`config.mk`:
```
export PLATFORM = sky130hd
export DESIGN_NAME = tms_ctrl
export DESIGN_NICKNAME = d
export VERILOG_FILES = /design/src/hw/rtl/tms_pkg.sv /design/src/hw/rtl/tms_ctrl.sv
export SDC_FILE = /design/constraint.sdc
export NUM_CORES = 1
export LEC_CHECK = 0
export ABC_CLOCK_PERIOD_IN_PS = 4100
export BUFFER_PORTS_ARGS = -buffer_cell sky130_fd_sc_hd__buf_2
export CAP_MARGIN = 15
export CORE_UTILIZATION = 56
export CTS_BUF_LIST = sky130_fd_sc_hd__clkbuf_8
export DETAILED_ROUTE_END_ITERATION = 10
export PLACE_DENSITY = 0.86
export SYNTH_ARGS = -nofsm -noshare
export SYNTH_HDL_FRONTEND = slang
export SYNTH_SLANG_ARGS = --single-unit
```
`constraint.sdc`:
```
create_clock -name i_clk -period 4.1 [get_ports i_clk]
set_clock_uncertainty 0.2 [all_clocks]
set_input_delay 0.205 -clock i_clk [delete_from_list [all_inputs] [get_ports i_clk]]
set_output_delay 0.205 -clock i_clk [all_outputs]
set_load 0.01 [all_outputs]
```
`src/hw/rtl/tms_pkg.sv`:
```
package tms_pkg;

    // iteration counts of the shared units
    localparam int SQRT_STEPS   = 25;
    localparam int CORDIC_STEPS = 18;
    localparam int CNT_W        = 5;
    localparam int ANG_FULL     = 23040;

    // configuration register indexes
    localparam logic [2:0] CFG_PIXEL_RATIO = 3'd0;
    localparam logic [2:0] CFG_FRAME_RATE  = 3'd1;
    localparam logic [2:0] CFG_CENTER_X    = 3'd2;
    localparam logic [2:0] CFG_CENTER_Y    = 3'd3;
    localparam logic [2:0] CFG_QUAD_ONE    = 3'd4;
    localparam logic [2:0] CFG_QUAD_TWO    = 3'd5;
    localparam logic [2:0] CFG_QUAD_THREE  = 3'd6;
    localparam logic [2:0] CFG_QUAD_FOUR   = 3'd7;

    localparam logic signed [49:0] ACC_MAX = 50'sh0_7FFF_FFFF_FFFF;
    localparam logic signed [49:0] ACC_MIN = -50'sh0_8000_0000_0000;

    // commands from the controller to the datapath
    typedef struct packed {
        logic             load;
        logic             sq_x;
        logic             sq_y;
        logic             sq_step;
        logic             mul_d;
        logic             dst;
        logic             sel_b;
        logic             spd;
        logic             acc;
        logic             ang_init;
        logic             ang_step;
        logic [CNT_W-1:0] step;
        logic             ang_fin;
        logic             out_load;
    } t_cmd;

    // status from the datapath to the controller
    typedef struct packed {
        logic need_dist;
        logic second;
        logic out_free;
    } t_sts;

    // arctangent table in 1/65536 degree
    function automatic logic signed [24:0] atan_entry(input logic [CNT_W-1:0] i);
        logic signed [24:0] v;
        v = '0;
        case (i)
            5'd0:    v = 25'sd2949120;
            5'd1:    v = 25'sd1740967;
            5'd2:    v = 25'sd919879;
            5'd3:    v = 25'sd466945;
            5'd4:    v = 25'sd234379;
            5'd5:    v = 25'sd117304;
            5'd6:    v = 25'sd58666;
            5'd7:    v = 25'sd29335;
            5'd8:    v = 25'sd14668;
            5'd9:    v = 25'sd7334;
            5'd10:   v = 25'sd3667;
            5'd11:   v = 25'sd1833;
            5'd12:   v = 25'sd917;
            5'd13:   v = 25'sd458;
            5'd14:   v = 25'sd229;
            5'd15:   v = 25'sd115;
            5'd16:   v = 25'sd57;
            5'd17:   v = 25'sd29;
            default: v = '0;
        endcase
        return v;
    endfunction

    // arithmetic shift right that truncates toward zero
    function automatic logic signed [33:0] shr_tz(input logic signed [33:0] v,
                                                  input logic [CNT_W-1:0] s);
        logic [33:0] mag;
        logic [33:0] sh;
        mag = v[33] ? 34'(-v) : 34'(v);
        sh  = mag >> s;
        return v[33] ? -$signed(sh) : $signed(sh);
    endfunction

    // angle strictly between two boundaries, with wrap-around
    function automatic logic in_sector(input logic [14:0] sup, input logic [14:0] inf,
                                       input logic [14:0] ang);
        if (inf < sup) begin
            return (ang > inf) && (ang < sup);
        end
        return ((ang > inf) && (ang < 15'(ANG_FULL))) || (ang < sup);
    endfunction

endpackage

```
`src/hw/rtl/tms_ctrl.sv`:
```
module tms_ctrl (
    input  logic           i_clk,
    input  logic           i_rst_n,
    input  logic           i_s_valid,
    output logic           o_s_ready,
    input  tms_pkg::t_sts  i_sts,
    output tms_pkg::t_cmd  o_cmd
);

    typedef enum logic [3:0] {
        ST_IDLE, ST_DEC, ST_SQX, ST_SQY, ST_SQR, ST_MULD, ST_DST,
        ST_SPD, ST_ACC, ST_AINIT, ST_ASTEP, ST_AFIN, ST_OUT
    } t_state;

    t_state                      r_state;
    logic [tms_pkg::CNT_W-1:0]   r_cnt;
    logic                        r_sel_b;
    logic                        w_accept;

    assign o_s_ready = (r_state == ST_IDLE);
    assign w_accept  = i_s_valid && o_s_ready;

    // sequencer
    always_ff @(posedge i_clk) begin
        if (!i_rst_n) begin
            r_state <= ST_IDLE;
            r_cnt   <= '0;
            r_sel_b <= 1'b0;
        end else begin
            unique case (r_state)
                ST_IDLE: begin
                    if (w_accept) r_state <= ST_DEC;
                end
                ST_DEC: begin
                    r_sel_b <= 1'b0;
                    r_state <= i_sts.need_dist ? ST_SQX : ST_AINIT;
                end
                ST_SQX: r_state <= ST_SQY;
                ST_SQY: begin
                    r_cnt   <= '0;
                    r_state <= ST_SQR;
                end
                ST_SQR: begin
                    if (r_cnt == tms_pkg::CNT_W'(tms_pkg::SQRT_STEPS - 1)) begin
                        r_state <= ST_MULD;
                    end else begin
                        r_cnt <= r_cnt + 1'b1;
                    end
                end
                ST_MULD: r_state <= ST_DST;
                ST_DST: begin
                    if (!r_sel_b && !i_sts.second) begin
                        r_sel_b <= 1'b1;
                        r_state <= ST_SQX;
                    end else begin
                        r_state <= ST_SPD;
                    end
                end
                ST_SPD:   r_state <= ST_ACC;
                ST_ACC:   r_state <= ST_AINIT;
                ST_AINIT: begin
                    r_cnt   <= '0;
                    r_state <= ST_ASTEP;
                end
                ST_ASTEP: begin
                    if (r_cnt == tms_pkg::CNT_W'(tms_pkg::CORDIC_STEPS - 1)) begin
                        r_state <= ST_AFIN;
                    end else begin
                        r_cnt <= r_cnt + 1'b1;
                    end
                end
                ST_AFIN: r_state <= ST_OUT;
                ST_OUT: begin
                    if (i_sts.out_free) r_state <= ST_IDLE;
                end
                default: r_state <= ST_IDLE;
            endcase
        end
    end

    // command decode
    always_comb begin
        o_cmd          = '0;
        o_cmd.load     = w_accept;
        o_cmd.sel_b    = r_sel_b;
        o_cmd.step     = r_cnt;
        o_cmd.sq_x     = (r_state == ST_SQX);
        o_cmd.sq_y     = (r_state == ST_SQY);
        o_cmd.sq_step  = (r_state == ST_SQR);
        o_cmd.mul_d    = (r_state == ST_MULD);
        o_cmd.dst      = (r_state == ST_DST);
        o_cmd.spd      = (r_state == ST_SPD);
        o_cmd.acc      = (r_state == ST_ACC);
        o_cmd.ang_init = (r_state == ST_AINIT);
        o_cmd.ang_step = (r_state == ST_ASTEP);
        o_cmd.ang_fin  = (r_state == ST_AFIN);
        o_cmd.out_load = (r_state == ST_OUT) && i_sts.out_free;
    end

    a_sqrt_count: assert property (@(posedge i_clk) disable iff (!i_rst_n)
        (r_state == ST_SQR) |-> (r_cnt <= tms_pkg::CNT_W'(tms_pkg::SQRT_STEPS - 1)))
        else $error("sqrt step count out of range");

    a_out_free: assert property (@(posedge i_clk) disable iff (!i_rst_n)
        o_cmd.out_load |-> i_sts.out_free)
        else $error("result loaded over a waiting item");

    a_second_pair: assert property (@(posedge i_clk) disable iff (!i_rst_n)
        (r_state == ST_SQX && r_sel_b) |-> (i_sts.need_dist && !i_sts.second))
        else $error("earlier step measured when not needed");

    a_accept_dec: assert property (@(posedge i_clk) disable iff (!i_rst_n)
        w_accept |=> (r_state == ST_DEC))
        else $error("accepted item not decoded");

endmodule

```
==> flow_metrics.env, run 1 <==
export IMPL_status="finished, final reports clean"
export IMPL_h_tree_depth=1
export IMPL_total_power_uw=575
export IMPL_die_w_um=40.4
export IMPL_path_max_fanout=23
export IMPL_critPathLaunchType="flip-flop"
export IMPL_cts_root_buf="clkbuf_8"
export IMPL_drt_vias_per_instance=6.02
export IMPL_period_share_pct=52.9
export IMPL_cpPeakStageDelay_ps=710
export IMPL_dieArea_um2=1630
export IMPL_crit_slowest_cell="dfxtp_1"
export IMPL_grt_antenna_before_repair=0
export IMPL_async_reset_ff_share_pct=0
export IMPL_fillCellCount=109
export IMPL_nets=134
export IMPL_cts_resized=0
export IMPL_die_h_um=40.4
export IMPL_synth_compound_area_share_pct=25.8
export IMPL_port_buffers=24
export IMPL_initial_core_util_pct=61.9
export IMPL_top_level_ports=25
export IMPL_track_usage_pct=26.2
export IMPL_whs_ps=81.0
export IMPL_vias=837
export IMPL_hold_buffers=0
export IMPL_slew_headroom_pct=54.6
export IMPL_final_layout_size_suffix_gt1_share_pct=27.4
export IMPL_ir_drop_mv=0.473
export IMPL_synth_fa_ha_area_share_pct=4.55
export IMPL_core_area_um2=1330
export IMPL_rsz0062_at_grt="no"
export IMPL_hold_class="input pin to flip-flop"
export IMPL_avgRoutedWirePerCell_um=13.5
export IMPL_synthFlopType="dfxtp_1"
export IMPL_gp_congestion=0.824
export IMPL_synth_edf_count=0
export IMPL_post_route_drc_count=0
export IMPL_drv_cap=0
export IMPL_grt_pass1_wl_um=2790
export IMPL_worstPathArrival_ps=2130
export IMPL_finalMaxSlewViolations=0
export IMPL_cts_sinks=10
export IMPL_period_needed_ps=2170
export IMPL_clk_pin_slew_ps=50
export IMPL_core_rowCount=13
export IMPL_utilization_pct=72.3
export IMPL_tightest_slew_ps=680
export IMPL_synthSimpleGateAreaFrac_pct=35.2
export IMPL_p_leak_nw=0.425
export IMPL_synth_area_um2=826
export IMPL_grt_max_degree=24
export IMPL_required_ps=4060
export IMPL_critical_path_class="flip-flop to flip-flop"
export IMPL_synth_avg_cell_area_um2=7.72
export IMPL_finalSetupViolations=0
export IMPL_synth_cell_types=41
export IMPL_placed_cells=135
export IMPL_cts_made_buffers=3
export IMPL_syn_inst=107
export IMPL_hold_viol_final=0
export IMPL_cts_tree="done"
export IMPL_ys_seq_elements=10
export IMPL_wl_um=1870
export IMPL_muxShareOfSynthArea_pct=1.21
export IMPL_ys_warnings_count=0
export IMPL_diodes=0
export IMPL_tns_ps=0
export IMPL_drtIter0Drc=25
export IMPL_insertion_delay_ps=240
export IMPL_critPathCaptureType="flip-flop"
export IMPL_fmax_ghz=0.461
export IMPL_synth_top_family_by_area="simple AND/OR/NAND/NOR gates"
export IMPL_clk_path_buf_depth=2
export IMPL_grt_overflow=0
export IMPL_drtPass1Iterations=4
export IMPL_finalNonFillerCells=139
export IMPL_synth_xor_area_share_pct=1.06
export IMPL_postRouteAntennaNets=0
export IMPL_syn_to_final_growth_pct=16.8
export IMPL_worstPathCellList="nor4b_4 -> a22oi_2 -> or4b_1 -> o211ai_1"
export IMPL_synth_net_count=116
export IMPL_power_density_nw_per_um2=596
export IMPL_seq_area_frac_synth_pct=24.2
export IMPL_dp_hpwl_um=1310
export IMPL_grt_pass1_vias=611
export IMPL_cts_setup_buffers=0
[worst max-delay path: cells and delay by family, from the launching register on]
kind / cells / cell delay, ps
flops: 1 / 710
compound gates: 2 / 290
simple gates: 2 / 900
[cell type report]
| class | instances | area [um2] | share of cell area [%] |
|---|---|---|---|
| Multi-Input combinational cell | 83 | 559 | 58.0 |
| Sequential cell | 10 | 200 | 20.8 |
| Timing Repair Buffer | 24 | 120 | 12.5 |
| Clock buffer | 4 | 55.1 | 5.71 |
| Tap cell | 15 | 18.8 | 1.95 |
| Inverter | 3 | 11.3 | 1.17 |
[power by group]
group,switching [mW],internal (mW)
Clock,0.0377,0.0843
Sequential,0.0918,0.117
Combinational,0.127,0.118
[per-layer routing]
layer  vias to the layer above  wire (um)  global-route usage (%)
met4                         0         12                    10.0
met1                       396        830                    32.5
met5                         -          0                       0
met3                         2         80                    8.33
met2                        18        948                    41.7
li1                        421          -                       -
[path summary, 6_finish.rpt]
kind	end	cells past startpoint	slack (ps)	startpoint
max reg2reg	r_cnt[4]	4	1930	r_state[2]
min	r_state[3]	3	80	i_rst_n
max	r_cnt[4]	4	1930	r_state[2]
min reg2reg	r_cnt[3]	2	330	r_cnt[3]
[stage by stage]
stage / setup WS (ps) / area [um2]
CTS: 1940 / 965
global route: 1760 / 965
finish: 1930 / 965
global placement: 2020 / 910
floorplan: 2230 / 826
detailed placement: 1970 / 910
[state kept, by name, indices dropped and copies added (netlist names)]
signal / flops
r_cnt: 5
r_state: 4
r_sel_b: 1
[synthesized netlist by cell type, drive strengths merged (2+ instances only)]
library cell | instances | area (um2)
nand4b | 2 | 17.5
a21bo | 2 | 20.0
clkbuf | 6 | 22.5
nor3 | 6 | 30.0
or3 | 2 | 12.5
a21oi | 9 | 45.0
nand2 | 7 | 26.3
dfxtp | 10 | 200
o21a | 2 | 15.0
nor2b | 3 | 18.8
ha | 3 | 37.5
a21boi | 2 | 15.0
inv | 3 | 11.3
a211oi | 2 | 15.0
nor2 | 10 | 37.5
o21ai | 4 | 20.0
nor4 | 2 | 12.5
nand3 | 3 | 15.0
nand2b | 4 | 25.0
a221o | 2 | 20.0
buf | 5 | 32.5
[cells in the final DEF (no fill, tap or decap), types with 3 or more instances in the layout]
cell type	n
inv_1	3
nor2b_1	3
nor3_1	6
nor2_1	10
nand3_1	3
o21ai_0	3
buf_2	24
nand2b_1	4
a21oi_1	9
clkbuf_8	4
dfxtp_1	10
nand2_1	7
ha_1	3
[cell families (layout without fill, tap and decap cells)]
logic type | count (synthesis) | in the layout
simple gates | 48 | 48
flops | 10 | 10
buf+inv | 14 | 31
mux | 1 | 1
xor+xnor | 1 | 1
compound gates | 30 | 30
fa+ha+maj | 3 | 3
Power figures use the tool's default switching activity.
==> run 2: changes to the inputs <==
Settings changed: ABC_CLOCK_PERIOD_IN_PS 4100 to 1850, CORE_UTILIZATION 56 to 47, PLACE_DENSITY 0.86 to 0.77.
Clock period 4.1 ns to 1.85 ns, I/O delays scaled along.
==> flow_metrics.env, run 2 (same netlist as run 1, synthesis figures left out) <==
export IMPL_finalMaxSlewViolations=0
export IMPL_regMostFlops="r_cnt"
export IMPL_busiest_layer="met2"
export IMPL_worstPathArrival_ps=1780
export IMPL_wl_um=2300
export IMPL_drtIter0Drc=14
export IMPL_period_needed_ps=1850
export IMPL_largest_reg_flops=5
export IMPL_drtPass1Iterations=6
export IMPL_path_delay_family="flip-flops"
export IMPL_p_comb_share_pct=57.4
export IMPL_top_level_ports=25
export IMPL_grtUsageMet2_pct=40.0
export IMPL_critPathCaptureType="flip-flop"
export IMPL_pwr_share_clk_pct=19.6
export IMPL_crit_top_cell="buf_4"
export IMPL_switching_power_uw=619
export IMPL_postRouteAntennaNets=0
export IMPL_clk_path_buf_depth=2
export IMPL_power_density_nw_per_um2=1290
export IMPL_regArea_um2=204
export IMPL_slew_headroom_pct=79.9
export IMPL_drt_vias_per_instance=5.79
export IMPL_grt_max_degree=12
export IMPL_gp_congestion=0.808
export IMPL_core_rowCount=14
export IMPL_worst_path_buf_inv=2
export IMPL_initial_core_util_pct=52.4
export IMPL_clk_pin_slew_ps=50
export IMPL_cts_root_buf="clkbuf_8"
export IMPL_drv_cap=0
export IMPL_fillCellCount=131
export IMPL_grt_pass1_vias=770
export IMPL_insertion_delay_ps=250
export IMPL_path_max_fanout=6
export IMPL_cts_tree="done"
export IMPL_core_area_um2=1580
export IMPL_setup_slack_ps=-0.0790
export IMPL_final_cell_area_um2=1130
export IMPL_avgRoutedWirePerCell_um=14.5
export IMPL_mostFrequentLayoutCells="buf_2, buf_4, nor2_1"
export IMPL_violations="negative setup slack"
export IMPL_die_h_um=43.9
export IMPL_internal_power_uw=839
export IMPL_syn_to_final_growth_pct=36.5
export IMPL_hold_viol_final=0
export IMPL_whs_ps=19.6
export IMPL_fmax_ghz=0.541
export IMPL_multi_input_area_um2=572
export IMPL_die_w_um=43.9
export IMPL_placed_area_um2=1030
export IMPL_cpPeakStageDelay_ps=330
export IMPL_swShare_pct=42.5
export IMPL_tightest_slew_ps=299
export IMPL_finalSetupViolations=1
export IMPL_h_tree_depth=1
export IMPL_grt_overflow=0
export IMPL_mostFrequentLayoutCell="buf_2"
export IMPL_required_ps=1780
export IMPL_dieArea_um2=1930
export IMPL_hold_class="input pin to flip-flop"
export IMPL_grt_pass1_wl_um=3640
export IMPL_dp_hpwl_um=1600
export IMPL_tns_ps=-0.0790
export IMPL_cts_made_buffers=3
export IMPL_period_share_pct=100
export IMPL_nets=153
export IMPL_status="finished, violations left"
export IMPL_use_met1_pct=35.1
export IMPL_crit_slowest_cell="dfxtp_2"
export IMPL_port_buffers=24
export IMPL_track_usage_pct=26.9
export IMPL_critical_path_class="flip-flop to flip-flop"
export IMPL_worstPathCellList="buf_4 -> ha_1 -> nand4bb_1 -> a22oi_2 -> buf_4 -> mux2i_1 -> nor2_1"
export IMPL_rsz0062_at_grt="yes"
export IMPL_ir_drop_mv=0.730
export IMPL_vias=921
export IMPL_critPathLaunchType="flip-flop"
export IMPL_post_route_drc_count=0
export IMPL_use_met3_pct=7.50
export IMPL_p_seq_share_pct=22.9
export IMPL_grt_antenna_before_repair=0
export IMPL_p_leak_nw=0.521
export IMPL_final_layout_size_suffix_gt1_share_pct=40.6
export IMPL_top_regs="r_cnt (5), r_state (4), r_sel_b (1)"
export IMPL_cts_sinks=10
export IMPL_diodes=0
-- run 2: path summary, 6_finish.rpt --
path	startpoint	to	slack, ps	depth (start not counted)
worst min register to register	r_cnt[4]	r_cnt[4]	360	2
worst min-delay path	i_sts[1]	r_sel_b	20	4
worst max register to register	r_cnt[0]	r_cnt[1]	-0.08	7
worst max-delay path	r_cnt[0]	r_cnt[1]	-0.08	7
-- run 2: layer usage --
layer / routed length, um / up-vias / part of all wire [%]
met2: 1080 / 18 / 47
li1: - / 463 / -
met4: 53 / 0 / 2.3
met5: 0 / - / 0
met3: 70 / 4 / 3.0
met1: 1100 / 436 / 48
-- run 2: final cells by class --
cell class | instances | area share [%]
clock buffer | 4 | 4.88
inverter | 3 | 0.999
multi-input combinational | 83 | 50.7
sequential | 10 | 18.1
tap | 16 | 1.78
timing repair buffer | 43 | 23.5
-- run 2: repair_timing --
action	4_1_cts	5_1_grt
endpoints found under the setup margin	1	7
cloned	0	0
setup buffers	1	1
pin swaps	0	7
endpoints found under the hold margin	3	0
hold buffers	1	0
resized for setup	0	6
-- run 2: worst register-to-register path, stage by stage (launching register included) --
cell	delay (ps)
dfxtp_2	330
buf_4	140
ha_1	140
nand4bb_1	150
a22oi_2	290
buf_4	190
mux2i_1	230
nor2_1	60
-- run 2: per-stage QoR --
| stage | total power [mW] | util [%] | worst slack [ps] | cells |
|---|---|---|---|---|
| 6_report | 1.46 | 71.5 | -0.0790 | 159 |
| 5_1_grt | 1.56 | 71.5 | -76.2 | 159 |
| 4_1_cts | 1.43 | 70.1 | 1.31 | 158 |
| 3_5_place_dp | 1.14 | 65.5 | 9.46 | 152 |
| 3_3_place_gp | 1.13 | 65.5 | 76.6 | 152 |
| 2_1_floorplan | 0.885 | - | 10.1 | 107 |
-- run 2: power by group through the flow --
stage                     sequential (mW)  combinational [mW]  clock [mW]
after floorplan                     0.296               0.589           0
after global placement              0.330               0.798           0
after detailed placement            0.331               0.810           0
after CTS                           0.328               0.818       0.289
after global routing                0.341               0.923       0.298
final                               0.334               0.838       0.286
